<file path="src/sv/assert_macros.svh">
// shared assertion macros, clocked on clk_i and quiet while rst_ni is low
`ifndef ASSERT_MACROS_SVH
`define ASSERT_MACROS_SVH

// property that must hold on every rising edge of clk_i
`define QMN_ASSERT(lbl, prop) \
  lbl: assert property (@(posedge clk_i) disable iff (!rst_ni) (prop)) \
    else $error("qmn assertion failed");

// same-cycle implication
`define QMN_ASSERT_IMP(lbl, ante, cons) \
  lbl: assert property (@(posedge clk_i) disable iff (!rst_ni) (ante) |-> (cons)) \
    else $error("qmn implication failed");

`endif

</file>
<file path="src/sv/qmn_pkg.sv">
`timescale 1ns / 1ps
`default_nettype none

package qmn_pkg;

  localparam int unsigned CompBits = 16;
  localparam int unsigned FracBits = CompBits - 2;
  localparam int unsigned ProdBits = 2 * CompBits;
  localparam int unsigned PBits    = ProdBits + 2;
  localparam int unsigned MagBits  = ProdBits + 1;
  localparam int unsigned PosBits  = $clog2(MagBits);
  localparam int unsigned NormTop  = 29;
  localparam int unsigned NormBits = NormTop + 1;
  localparam int unsigned SqBits   = 2 * NormBits;
  localparam int unsigned SumBits  = SqBits + 2;
  localparam int unsigned RootBits = NormBits + 1;
  localparam int unsigned NumBits  = NormBits + FracBits + 1;
  localparam int unsigned QuotBits = FracBits + 1;

  typedef struct packed {
    logic       valid;
    logic       zero;
    logic [3:0] neg;
  } ctl_t;

  typedef logic [3:0][NormBits-1:0] norm4_t;

endpackage

`default_nettype wire

</file>
<file path="src/sv/qmn_div.sv">
`timescale 1ns / 1ps
`default_nettype none

// restoring divider lane, one quotient bit per register stage
module qmn_div (
  input  wire logic                          clk_i,
  input  wire logic                          en_i,
  input  wire logic [qmn_pkg::NumBits-1:0]   num_i,
  input  wire logic [qmn_pkg::RootBits-1:0]  den_i,
  output logic      [qmn_pkg::QuotBits-1:0]  quot_o
);

  logic [qmn_pkg::NumBits-1:0]  rem_s  [qmn_pkg::QuotBits];
  logic [qmn_pkg::NumBits-1:0]  rem_q  [qmn_pkg::QuotBits-1];
  logic [qmn_pkg::RootBits-1:0] den_s  [qmn_pkg::QuotBits];
  logic [qmn_pkg::RootBits-1:0] den_q  [qmn_pkg::QuotBits-1];
  logic [qmn_pkg::QuotBits-1:0] quot_s [qmn_pkg::QuotBits+1];
  logic [qmn_pkg::QuotBits-1:0] quot_q [qmn_pkg::QuotBits];

  assign rem_s[0]  = num_i;
  assign den_s[0]  = den_i;
  assign quot_s[0] = '0;

  for (genvar j = 0; j < qmn_pkg::QuotBits; j++) begin : g_stage
    localparam int unsigned K = qmn_pkg::QuotBits - 1 - j;
    logic [qmn_pkg::NumBits:0] dsh;
    logic                      take;

    // quotient stays below 2^QuotBits, so rem < den * 2^(k+1) at each step
    assign dsh  = {{(qmn_pkg::NumBits+1-qmn_pkg::RootBits){1'b0}}, den_s[j]} << K;
    assign take = {1'b0, rem_s[j]} >= dsh;

    always_ff @(posedge clk_i) begin
      if (en_i) begin
        quot_q[j] <= take ? (quot_s[j] | (qmn_pkg::QuotBits'(1) << K)) : quot_s[j];
      end
    end
    assign quot_s[j+1] = quot_q[j];

    if (j < qmn_pkg::QuotBits - 1) begin : g_rem
      always_ff @(posedge clk_i) begin
        if (en_i) begin
          rem_q[j] <= take ? (rem_s[j] - dsh[qmn_pkg::NumBits-1:0]) : rem_s[j];
          den_q[j] <= den_s[j];
        end
      end
      assign rem_s[j+1] = rem_q[j];
      assign den_s[j+1] = den_q[j];
    end
  end

  assign quot_o = quot_s[qmn_pkg::QuotBits];

endmodule

`default_nettype wire
</file>
<file path="config.mk">
export PLATFORM = sky130hd
export DESIGN_NAME = qmn_div
export DESIGN_NICKNAME = d
export VERILOG_FILES = /design/src/sv/assert_macros.svh /design/src/sv/qmn_pkg.sv /design/src/sv/qmn_div.sv
export SDC_FILE = /design/constraint.sdc
export NUM_CORES = 2
export LEC_CHECK = 0
export BUFFER_PORTS_ARGS = -buffer_cell sky130_fd_sc_hd__clkbuf_2
export CAP_MARGIN = 40
export CORE_ASPECT_RATIO = 1.1
export CORE_MARGIN = 2
export CORE_UTILIZATION = 50
export DETAILED_ROUTE_END_ITERATION = 6
export GPL_TIMING_DRIVEN = 0
export PLACE_DENSITY = 0.66
export SLEW_MARGIN = 20
export SYNTH_ARGS = -nofsm -noshare
export SYNTH_HDL_FRONTEND = slang
export SYNTH_SLANG_ARGS = --single-unit
</file>
<file path="constraint.sdc">
create_clock -name clk_i -period 4.2 [get_ports clk_i]
set_input_delay 0.84 -clock clk_i [delete_from_list [all_inputs] [get_ports clk_i]]
set_output_delay 0.84 -clock clk_i [all_outputs]
set_load 0.1 [all_outputs]
</file>
; ---- Word level (Yosys, flattened, before mapping)
; Memories as Yosys holds them, arrays and structs flattened.
; Cells that the tools add are included.
[word_totals]
reg_bits = 0
ramBits = 1289
inputBits = 78
out_inout_bits = 15
elab_cells = 63
mem_count = 3
[classes]
addsub = 14
n_lt_le_gt_ge = 15
n_mux = 31
[mem_list]
columns = memory, depth, word_bits, read_ports, rd_clocked_by_memory_dff, write_ports, line_no
row1 = rem_q, 14, 45, 14, 0, 14, qmn_div.sv:14  ; logic [qmn_pkg::NumBits-1:0] rem_q [qmn_pkg::QuotBits-1];
row2 = den_q, 14, 31, 14, 0, 14, qmn_div.sv:16  ; logic [qmn_pkg::RootBits-1:0] den_q [qmn_pkg::QuotBits-1];
row3 = quot_q, 15, 15, 15, 0, 15, qmn_div.sv:18  ; logic [qmn_pkg::QuotBits-1:0] quot_q [qmn_pkg::QuotBits];
[op_table]
columns = op, n
row1 = two-way mux 45 bit, 14
row2 = >= comparator 45 x 31 -> 1 bit, 1
row3 = >= comparator 45 x 32 -> 1 bit, 1
row4 = >= comparator 45 x 33 -> 1 bit, 1
row5 = >= comparator 45 x 34 -> 1 bit, 1
row6 = >= comparator 45 x 35 -> 1 bit, 1
row7 = >= comparator 45 x 36 -> 1 bit, 1
row8 = >= comparator 45 x 37 -> 1 bit, 1
row9 = >= comparator 45 x 38 -> 1 bit, 1
row10 = >= comparator 45 x 39 -> 1 bit, 1
row11 = >= comparator 45 x 40 -> 1 bit, 1
row12 = >= comparator 45 x 41 -> 1 bit, 1
row13 = >= comparator 45 x 42 -> 1 bit, 1
row14 = >= comparator 45 x 43 -> 1 bit, 1
row15 = >= comparator 45 x 44 -> 1 bit, 1
row16 = >= comparator 45 bit, 1
row17 = subtractor 45 x 32 -> 45 bit, 1
row18 = subtractor 45 x 33 -> 45 bit, 1
row19 = subtractor 45 x 34 -> 45 bit, 1
row20 = subtractor 45 x 35 -> 45 bit, 1
row21 = subtractor 45 x 36 -> 45 bit, 1
row22 = subtractor 45 x 37 -> 45 bit, 1
row23 = subtractor 45 x 38 -> 45 bit, 1
row24 = subtractor 45 x 39 -> 45 bit, 1
row25 = 21 further kinds, 23

; ---- Logic depth before layout (Yosys ltp)
; An unclocked memory read counts as a cell.
[logic_depth]
depth_word = 3
mapped_depth = 17

; ---- Least setup slack after synthesis
; No wires, ideal clock.
[synth_timing]
path_kind = input port to flip-flop
start = in den_i[8] in the netlist's numbering
end = mem rem_q[0][21] in the netlist's numbering, data pin
setup_time_ns = 0.260
arrival_ns = 3.439
required_time_ns = 3.940
slack_ns = 0.502
stages = 13
path_buffers = 1
path_cell_list = inv_1 -> ha_1 -> and4_1 -> nand2_1 -> a21oi_1 -> o211ai_1 -> o311ai_0 -> nand2_1 -> nand2_1 -> a21oi_1 -> o21ai_1 -> buf_2 -> mux2_2
[synth_lines]
columns = item, line_no
row1 = from (decl), qmn_div.sv:9  ; input wire logic [qmn_pkg::RootBits-1:0] den_i,
row2 = to (decl), qmn_div.sv:14

==> flow_summary_export.csv <==
group,metric,value,unit
status,status,"finished, final reports clean",
clock_tree,cts_max_level,4,
cells_and_area,finish.net_count,6880,
logic_synthesis,synth_async_sr_flop_share,0,
die,chipHeight,386,microns
clock_tree,cts_buffers,134,
power,comb_power_share,0.411,
cells_and_area,layout-drive-gt1-share,0.0857,
sta,fin_worst_skew,0.0212,ns
logic_synthesis,seq_area_frac_synth,0.535,
die,die-width,352,microns
power,switching_share,0.361,
sta,final_max_slew_viol_count,0,
critical_path,cp_data_arrival_time,4.60,ns
placement,dp_slack,-1.09,ns
logic_synthesis,cell_type_with_the_highest_aggregate_area_in_the_netlist,"edfxtp_1",
clock_tree,post_cts_hold_buffer_count,0,
logic_synthesis,synthFlopType,"edfxtp_1",
worst_hold_path,holdPathStages,1,
global_route,grt_first_pass_wirelength,243,mm
sta,fmax,0.243,GHz
global_route,antenna_found_initial,1,
critical_path,r2r.worst_path.cells,11,
logic_synthesis,synthesis.yosys.warnings,0,
cells_and_area,flow.area_growth_from_synthesis,11.9,%
routing,avgViaCountPerCell,5.50,
critical_path,crit_required,4.68,ns
logic_synthesis,netlist_area,66500,sq um
critical_path,crit_type,"reg2reg",
logic_synthesis,synth.ff_latch_count,1184,
placement,placedCellCount,7942,
placement,hpwl,126,mm
worst_hold_path,timing.hold.worst.class,"in2reg",
routing,detailroute.via_count,45100,
flow_run,max-cap-violations,0,
routing,firstDrtPassIters,5,
placement,io_buf_count,92,
global_route,globalRouteTotalUtil,0.233,
logic_synthesis,syn_avg_cell_area,11.0,sq um
critical_path,reg2reg_setup_slack,0.08,ns
die,area_enclosed_by_the_die_boundary,136000,sq um
clock_tree,clock_sinks,1184,
logic_synthesis,postSynthNetCount,6603,
routing,drtIter0Drc,1882,
clock_tree,maximum_buffer_depth_of_the_clock_tree,3,
placement,gpl.final_weighted_congestion,1.00,
power,clock_power_share,0.219,
cells_and_area,mostFrequentLayoutCells,"1,184 x edfxtp_1, 569 x inv_1, 503 x nand2_1",
sta,finalHoldViolations,0,
routing,route.final.wire_length,157,mm
sta,finalCritPeriodShare,0.981,
power,leakagePower,29.8,nW
power,powerDensity,675,nW/um^2
logic_synthesis,netlist.area_leader.share,0.535,
critical_path,worst_setup_path_end_kind,"register",
critical_path,path_max_fanout,10,
logic_synthesis,yosys-top-cells-area,"edfxtp_1 53%, ha_1 8.8%, a21oi_1 3.8%, o21ai_0 3.4%, inv_1 3.2%",
power,power.total,50.2,mW
clock_tree,clkLatencyLatePin,0.76,ns
global_route,global_route.overflow_total,0,
global_route,maximum_number_of_pins_on_one_net_before_global_route_repair,103,
worst_hold_path,hold_path_end,"rem_q[0][13]",
cells_and_area,final_non_filler_cells,8196,
cells_and_area,filler_cells_inserted,11200,
power,cellInternalPower,32.0,mW
cells_and_area,layout_commonest_cell,"edfxtp_1",
power,vdd_drop_max,0.000469,V
die,rows,140,
routing,route.antenna.remaining_nets,0,
critical_path,setup.worst_path.start_class,"register",
clock_tree,path_clk_slew,0.05,ns
clock_tree,tritoncts_clock_tree,"built",
sta,slew_headroom,0.372,
power,register_share_of_total_power,0.371,
critical_path,reg2reg_from,"rem_q[9][26]",
sta,worst_slew_pin_slew,0.939,ns
sta,rsz0062_at_grt,"false",
sta,setup_viol,0,
routing,drt_drc_violations_left,0,
die,core_region_area,132000,sq um
sta,fin_crit,4.12,ns
sta,post-route-worst-setup-slack,0.0795,ns
critical_path,critical_path.reg2reg.endpoint,"rem_q[10][25]",
routing,post_drt_wl_per_cell,19.2,microns
clock_tree,cts_root_buffer,"clkbuf_16",
sta,timing.setup.tns,0,ns
logic_synthesis,synth.distinct_cells,102,
cells_and_area,finalCoreUtilization,0.562,
worst_hold_path,min-delay-start,"num_i[13]",
logic_synthesis,post_synth_inst_count,6046,
power,total_switching_power,18.1,mW
die,start_util,0.503,
logic_synthesis,synth-edff-count,1184,
die,ioPinCount,93,
global_route,grt_pass1_vias,46600,
[how the worst max path moves through the flow]
stage,from,to,slack (ns),cells after the start
6_report,rem_q[9][26],rem_q[10][25],0.08,11
3_5_place_dp,rem_q[9][26],rem_q[10][22],-1.09,12
3_3_place_gp,en_i,den_q[0][29],-17.54,1
5_1_grt,den_q[2][32],rem_q[6][26],0.003,13
2_1_floorplan,den_i[8],rem_q[0][21],0.50,13
4_1_cts,rem_q[9][26],rem_q[10][23],0.004,12
[metal layers]
metal | share of wire | wire length, microns | up-vias | global-route usage
met5 | 0 | 0 | - | 0
met2 | 0.56 | 88400 | 983 | 0.468
met4 | 0.10 | 15900 | 0 | 0.209
li1 | - | - | 22700 | -
met3 | 0.027 | 4190 | 517 | 0.0292
met1 | 0.31 | 48700 | 20900 | 0.190
[stage by stage]
step                      cell area, sq um  hold WS (ns)
after floorplan                      66500         0.400
after global placement               69200         0.400
after detailed placement             69700         0.405
after CTS                            74100         0.200
after global routing                 74400         0.239
final                                74400         0.268
[kinds of logic after synthesis]
group | count (synthesis) | synth area share
compound gates | 1616 | 0.151
mux | 55 | 0.00924
flops | 1184 | 0.535
fa+ha+maj | 479 | 0.0917
simple gates | 1516 | 0.110
xor+xnor | 452 | 0.0596
buf+inv | 744 | 0.0436
[cell usage after synthesis (54+ instances only)]
master    count
xor2_1      227
clkbuf_1    118
nand2b_1     77
inv_1       571
nor2b_1      70
o21a_1       54
edfxtp_1   1184
o21ai_0     445
nor3_1       85
nand2_1     504
nand4_1      79
a21o_1      244
nor2_1      348
ha_1        465
nand3_1     107
xnor2_1     225
a21oi_1     504
[state kept, by name, summed over array words and instances, names as in the netlist]
register	flops
den_q	434
quot_q	120
rem_q	630
[power by group through the flow]
stage          Sequential, mW  Clock, mW  Combinational [mW]
2_1_floorplan            18.2          0                15.3
3_3_place_gp             19.3          0                19.8
3_5_place_dp             18.8          0                20.0
4_1_cts                  18.6       11.3                20.3
5_1_grt                  18.9       11.7                23.0
6_report                 18.6       11.0                20.6
[cell type report]
cell class	instances	area, sq um	area share
Tap cell	1775	2220	0.0299
Sequential cell	1184	35600	0.478
Inverter	571	2150	0.0289
Clock inverter	71	576	0.00774
Antenna cell	1	2.50	0.0000336
Multi-Input combinational cell	4118	28400	0.382
Clock buffer	162	3520	0.0474
Timing Repair Buffer	144	1120	0.0151
Buffer	170	830	0.0112
[worst max-delay path, cell delays in order, from the launching register on]
cell and delay (ns):
edfxtp_1 0.41, ha_1 0.43, and4_1 0.33, nand2_1 0.21
nor3_2 0.43, nand4_1 0.36, nor4_1 0.38, nor3_1 0.10
a21bo_2 0.37, clkbuf_2 0.32, buf_2 0.39, a21oi_1 0.12
[what timing repair did]
action	4_1_cts	5_1_grt
setup buffers	11	11
endpoints found under the hold margin	0	0
pin swaps	7	10
setup endpoints to repair	448	285
gates resized for setup	76	50
(Power assumes the default switching activity.)
